File: src/rtl/plist_pkg.sv
// ----------------------------------------------------------------------------
// plist_pkg
// Shared types and codes for the positional insert/remove list.
// ----------------------------------------------------------------------------
package plist_pkg;

  localparam int WORD_W = 32;
  localparam int POS_W  = 4;
  localparam int OCC_W  = 5;

  typedef enum logic {
    OP_INSERT = 1'b0,
    OP_REMOVE = 1'b1
  } op_t;

  // Broadcast to every cell in the row
  typedef struct packed {
    logic                     do_ins;
    logic                     do_rem;
    logic [POS_W-1:0]         pos;
    logic signed [WORD_W-1:0] new_value;
  } cell_ctl_t;

endpackage

File: src/rtl/plist_cell.sv
// ----------------------------------------------------------------------------
// plist_cell
// One list slot: holds a word, loads the new word, or takes a neighbor's word.
// ----------------------------------------------------------------------------
module plist_cell import plist_pkg::*; #(
  parameter int IDX = 0
) (
  input  logic                     clk,
  input  cell_ctl_t                ctl,
  input  logic signed [WORD_W-1:0] left_value,
  input  logic signed [WORD_W-1:0] right_value,
  output logic signed [WORD_W-1:0] value
);

  localparam logic [31:0] MY_IDX = 32'(IDX);

  logic [31:0]              pos_w;
  logic signed [WORD_W-1:0] value_r;
  logic signed [WORD_W-1:0] value_nxt;

  assign pos_w = 32'(ctl.pos);

  always_comb begin
    value_nxt = value_r;
    if (ctl.do_ins) begin
      if (MY_IDX > pos_w) begin
        value_nxt = left_value;
      end else if (MY_IDX == pos_w) begin
        value_nxt = ctl.new_value;
      end
    end else if (ctl.do_rem) begin
      // close the gap: everything at or after the position moves down
      if (MY_IDX >= pos_w) begin
        value_nxt = right_value;
      end
    end
  end

  always_ff @(posedge clk) begin
    value_r <= value_nxt;
  end

  assign value = value_r;

endmodule

File: src/rtl/positional_insert_remove_list_core.sv
// ----------------------------------------------------------------------------
// positional_insert_remove_list_core
// Ordered list of signed words in a row of shifting cells, with insert and
// remove at any position and one status word per operation.
// ----------------------------------------------------------------------------
//  channel | direction | handshake           | payload
//  in_     | input     | in_valid/in_ready   | opcode, position, new_value
//  out_    | output    | out_valid/out_ready | ok, taken_value, front_value,
//          |           |                     | back_value, occupancy,
//          |           |                     | is_empty, is_full
//
// One operation per cycle if not stalled: every cell compares its index with
// the position and shifts in the same cycle; the status word is out in the
// cycle after accept. in_ready is high while the output register is empty or
// being drained, so a stalled output holds the list and everything behind it.
// Reset clears the occupancy and the output valid; cell contents are not reset.
// ----------------------------------------------------------------------------
module positional_insert_remove_list_core import plist_pkg::*; #(
  parameter int DEPTH = 16
) (
  input  logic                     clk,
  input  logic                     rst_n,
  input  logic                     in_valid,
  output logic                     in_ready,
  input  logic                     in_opcode,
  input  logic [POS_W-1:0]         in_position,
  input  logic signed [WORD_W-1:0] in_new_value,
  output logic                     out_valid,
  input  logic                     out_ready,
  output logic                     out_ok,
  output logic signed [WORD_W-1:0] out_taken_value,
  output logic signed [WORD_W-1:0] out_front_value,
  output logic signed [WORD_W-1:0] out_back_value,
  output logic [OCC_W-1:0]         out_occupancy,
  output logic                     out_is_empty,
  output logic                     out_is_full
);

  localparam int CW    = $clog2(DEPTH + 1);
  localparam int CMP_W = (CW > POS_W) ? CW : POS_W;

  logic signed [WORD_W-1:0] cell_val [DEPTH];
  cell_ctl_t                ctl;
  logic [CW-1:0]            count_r;
  logic [CW-1:0]            count_nxt;
  logic                     out_valid_r;
  logic                     ok_r;
  logic                     ok_nxt;
  logic signed [WORD_W-1:0] taken_r;
  logic signed [WORD_W-1:0] taken_nxt;
  logic signed [WORD_W-1:0] taken_sel;
  logic signed [WORD_W-1:0] back_sel;
  logic [CMP_W-1:0]         pos_c;
  logic [CMP_W-1:0]         cnt_c;
  logic                     accept;
  logic                     ins_ok;
  logic                     rem_ok;

  assign in_ready = !out_valid_r || out_ready;
  assign accept   = in_valid && in_ready;
  assign pos_c    = CMP_W'(in_position);
  assign cnt_c    = CMP_W'(count_r);

  assign ins_ok = (op_t'(in_opcode) == OP_INSERT) && (count_r < CW'(DEPTH)) &&
                  (pos_c <= cnt_c);
  assign rem_ok = (op_t'(in_opcode) == OP_REMOVE) && (count_r != '0) &&
                  (pos_c < cnt_c);

  assign ctl.do_ins    = accept && ins_ok;
  assign ctl.do_rem    = accept && rem_ok;
  assign ctl.pos       = in_position;
  assign ctl.new_value = in_new_value;

  genvar g;
  generate
    for (g = 0; g < DEPTH; g++) begin : g_cell
      plist_cell #(.IDX(g)) u_cell (
        .clk        (clk),
        .ctl        (ctl),
        .left_value ((g == 0) ? in_new_value : cell_val[(g == 0) ? 0 : g - 1]),
        .right_value((g == DEPTH - 1) ? cell_val[g] :
                     cell_val[(g == DEPTH - 1) ? g : g + 1]),
        .value      (cell_val[g])
      );
    end
  endgenerate

  // AND-OR picks: the word under the position, and the word at the tail
  always_comb begin
    taken_sel = '0;
    back_sel  = '0;
    for (int i = 0; i < DEPTH; i++) begin
      if (32'(in_position) == 32'(i)) begin
        taken_sel = taken_sel | cell_val[i];
      end
      if (32'(count_r) == 32'(i + 1)) begin
        back_sel = back_sel | cell_val[i];
      end
    end
  end

  always_comb begin
    count_nxt = count_r;
    ok_nxt    = ok_r;
    taken_nxt = taken_r;
    if (accept) begin
      ok_nxt    = ins_ok || rem_ok;
      taken_nxt = rem_ok ? taken_sel : '0;
      if (ins_ok) begin
        count_nxt = count_r + CW'(1);
      end else if (rem_ok) begin
        count_nxt = count_r - CW'(1);
      end
    end
  end

  always_ff @(posedge clk) begin
    if (!rst_n) begin
      count_r     <= '0;
      out_valid_r <= 1'b0;
    end else begin
      count_r <= count_nxt;
      if (accept) begin
        out_valid_r <= 1'b1;
      end else if (out_ready) begin
        out_valid_r <= 1'b0;
      end
    end
  end

  always_ff @(posedge clk) begin
    ok_r    <= ok_nxt;
    taken_r <= taken_nxt;
  end

  // List state only moves on accept, so it always matches the held word
  assign out_valid       = out_valid_r;
  assign out_ok          = ok_r;
  assign out_taken_value = taken_r;
  assign out_front_value = (count_r != '0) ? cell_val[0] : '0;
  assign out_back_value  = back_sel;
  assign out_occupancy   = OCC_W'(count_r);
  assign out_is_empty    = (count_r == '0);
  assign out_is_full     = (count_r == CW'(DEPTH));

endmodule

File: config.mk
export PLATFORM = sky130hd
export DESIGN_NAME = positional_insert_remove_list_core
export DESIGN_NICKNAME = d
export VERILOG_FILES = /design/src/rtl/plist_pkg.sv /design/src/rtl/plist_cell.sv /design/src/rtl/positional_insert_remove_list_core.sv
export SDC_FILE = /design/constraint.sdc
export NUM_CORES = 1
export LEC_CHECK = 0
export BUFFER_PORTS_ARGS = -buffer_cell sky130_fd_sc_hd__buf_2
export CELL_PAD_IN_SITES_DETAIL_PLACEMENT = 2
export CELL_PAD_IN_SITES_GLOBAL_PLACEMENT = 2
export CORE_MARGIN = 5
export CORE_UTILIZATION = 30
export DETAILED_ROUTE_END_ITERATION = 10
export GPL_ROUTABILITY_DRIVEN = 0
export PLACE_DENSITY_LB_ADDON = 0.1
export SYNTH_ARGS = -nofsm -noshare
export SYNTH_HDL_FRONTEND = slang
export SYNTH_SLANG_ARGS = --single-unit
File: constraint.sdc
create_clock -name clk -period 6.5 [get_ports clk]
set_input_delay 0.65 -clock clk [delete_from_list [all_inputs] [get_ports clk]]
set_output_delay 0.65 -clock clk [all_outputs]
set_load 0.03 [all_outputs]
==> impl_metrics.csv <==
group,metric,value,unit
worst_setup_path,cp-end-kind,"output pin",
synth,synth_commonest_cells,"545 x edfxtp_1, 493 x nor2_1, 491 x mux2i_1",
synth,synth_cells,3290,
grt,grt_pass1_wl,265000,um
synth,synth_compound_area_frac,0.200,
worst_hold_path,hold_class,"in -> reg",
synth,yosysMostFrequentCell,"edfxtp_1",
clocking,hold_buffers,0,
detailed_routing,wirelength,193000,um
synth,yosys_most_used_dff,"edfxtp_1",
worst_hold_path,worstHoldStart,"in_valid",
clocking,cts_max_path_buffers,3,
timing,rsz0062_at_grt,"false",
worst_setup_path,r2r_start,"out_occupancy[3]",
grt,grt_pass1_vias,32400,
synth,synth_top_cell_by_area,"edfxtp_1",
job,maxCapViolations,0,
pwr,power_frac_clock,0.430,
clocking,clk-insertion-delay-late,0.67,ns
layout,instances_no_fill,4882,
layout,multi_input_area,16900,sq um
layout,seqCellArea,16500,sq um
synth,ys_ff_latch,551,
timing,setup_viol,0,
worst_setup_path,crit_top_cell,"buf_4",
timing,timing.final.crit_share,0.757,
worst_setup_path,cp_slowest_cell,"and4b_1",
worst_setup_path,worstSetupPathType,"reg -> out",
clocking,clk_pin_slew,0.06,ns
clocking,cts_setup_buffers,0,
die,initial_core_util,0.302,
timing,slew_viol_final,0,
pwr,p_switching,3.11,mW
synth,synthXorXnorAreaFrac,0.000250,
die,rows,125,
die,die_w,352,um
grt,grt_antenna_before_repair,8,
timing,timing.final.crit_period,4.92,ns
grt,gr-usage-all-layers,0.304,
worst_setup_path,r2r_setup_slack,2.21,ns
worst_setup_path,critPathMaxFanout,20,
synth,synth_cell_types,76,
synth,synth_edf_count,545,
worst_setup_path,crit_chain,"buf_4, buf_4, and4b_1, buf_4, nand2_1, o21ai_0, a221oi_1, nand3b_1, buf_2",
synth,synth_fp_nets,3341,
synth,ys_top_cells_by_area,"edfxtp_1 47%, mux2i_1 14%, a21oi_1 5.7%, nor2_1 5.3%, a22oi_1 3.7%",
synth,synth.top_cell.area_share,0.467,
synth,async_flop_share,0,
clocking,cts_tree,"built",
synth,synthSimpleGateAreaFrac,0.0983,
pwr,combPwrFrac,0.163,
detailed_routing,drc_errors,0,
clocking,htreeDepth,3,
detailed_routing,drt-vias-per-instance,6.42,
layout,final_core_util,0.341,
worst_setup_path,worstPathRequired,5.85,ns
placement,hpwl,121000,um
detailed_routing,wire_per_inst,39.6,um
pwr,p_sw_frac,0.301,
layout,drive_gt1_frac,0.172,
worst_setup_path,start_kind,"flip-flop",
die,die_area,124000,sq um
synth,netlist_area,35000,sq um
synth,seq_area_frac_synth,0.471,
timing,tightestPinTransition,1.26,ns
timing,finClkSkew,0.0220,ns
pwr,p_per_area,262,nW/um^2
pwr,p_leak,14.0,nW
placement,place_inst,4740,
status,status,"complete, no violations",
grt,grt-ovfl-total,0,
clocking,postCtsResizedCells,0,
grt,grt_max_degree,206,
pwr,ir_drop,0.199,mV
clocking,cts_sinks,551,
clocking,cts_root_buf,"clkbuf_16",
synth,avgSynthCellArea,10.6,sq um
detailed_routing,drt_iter0_drc,3523,
die,chipHeight,352,um
detailed_routing,first_pass_iters,6,
detailed_routing,final_antenna_net_count,0,
worst_setup_path,critPathArrivalTime,4.27,ns
synth,synth.mux.area_fraction,0.171,
die,io_pins,147,
die,core_area,116000,sq um
pwr,pwr-share-seq,0.407,
synth,synth-warning-count,0,
detailed_routing,vias,31400,
worst_setup_path,cpPeakStageDelay,0.96,ns
timing,slew_headroom,0.156,
placement,io_buffers,146,
layout,final_nets,3345,
pwr,internal-power,7.25,mW
timing,tns,0,ns
timing,final_hold_viol_count,0,
clocking,cts_buffers,76,
worst_setup_path,critPathLaunch,"out_occupancy[3]",
synth,synth_top_family_by_area,"compound AO/OA/AOI/OAI gates",
synth,synthAdderAreaFrac,0.00357,
timing,fmax,203,MHz
layout,area.growth.synth_to_final,13.1,%
layout,fillers,12400,
-- registers in the layout (all words and copies together), names as in the netlist --
| name | count |
|---|---|
| g_cell.u_cell.value | 512 |
| out_taken_value | 32 |
| out_occupancy | 5 |
| out_ok | 1 |
| out_valid | 1 |
-- cells by family (layout without fill, tap and decap cells) --
kind of cell,after synthesis,in the layout
buf+inv,340,400
flops,551,551
fa+ha+maj,10,10
mux,587,587
compound gates,1016,1016
xor+xnor,1,1
other cells,0,8
simple gates,785,785
-- per-stage QoR --
stage / setup WS [ns] / hold slack [ns] / total power, mW / cell area [sq um]
after floorplan: 1.17 / 0.581 / 5.26 / 35000
after global placement: 2.14 / 0.616 / 5.91 / 37000
after detailed placement: 2.11 / 0.634 / 5.95 / 37000
after CTS: 1.67 / 0.298 / 10.4 / 39600
after global routing: 1.56 / 0.338 / 10.7 / 39600
final: 1.58 / 0.339 / 10.4 / 39600
-- power by group through the flow --
stage	Sequential (mW)	Combinational, mW	Clock [mW]
floorplan	4.24	1.02	0
global placement	4.28	1.62	0
detailed placement	4.28	1.67	0
CTS	4.21	1.67	4.54
global route	4.22	1.76	4.69
finish	4.22	1.69	4.45
-- cell usage in the layout (no fill, tap or decap), types with 32 or more instances in the layout --
master / Yosys / final
a21oi_1: 402 / 399
mux2i_1: 491 / 491
a21o_1: 32 / 32
edfxtp_1: 545 / 545
mux2_2: 96 / 96
a221oi_1: 103 / 103
a222oi_1: 52 / 52
a22o_1: 45 / 45
a31oi_1: 33 / 33
a22oi_1: 172 / 172
buf_4: 72 / 102
nand2_1: 141 / 140
and2_1: 43 / 35
clkbuf_16: 0 / 81
nor2_1: 493 / 484
buf_2: 130 / 142
-- metal layers --
metal / wire (um) / global-route usage / vias up
met5: 21 / 0 / -
met4: 9220 / 0.128 / 4
met3: 13500 / 0.0531 / 444
met2: 89000 / 0.495 / 1540
met1: 81400 / 0.399 / 16600
li1: - / - / 12800
-- area by class of cell --
type	count	share of cell area
multi-input combinational	2399	0.426
sequential	551	0.417
clock buffer	94	0.0524
tap	1524	0.0482
timing repair buffer	256	0.0434
clock inverter	40	0.0118
inverter	10	0.000948
antenna	8	0.000506
-- critical path, delay by kind of cell, from the launching register on --
family | cells | cell delay (ns)
buf+inv | 4 | 1.56
simple gates | 3 | 1.25
flops | 1 | 0.60
compound gates | 2 | 0.16
-- path summary, 6_finish.rpt --
path / end / depth (start not counted)
max reg2reg: g_cell[10].u_cell.value[15] / 7
min: out_valid / 3
min reg2reg: g_cell[14].u_cell.value[20] / 2
max: out_back_value[1] / 9
No activity file was read; power rests on OpenSTA's default activity.
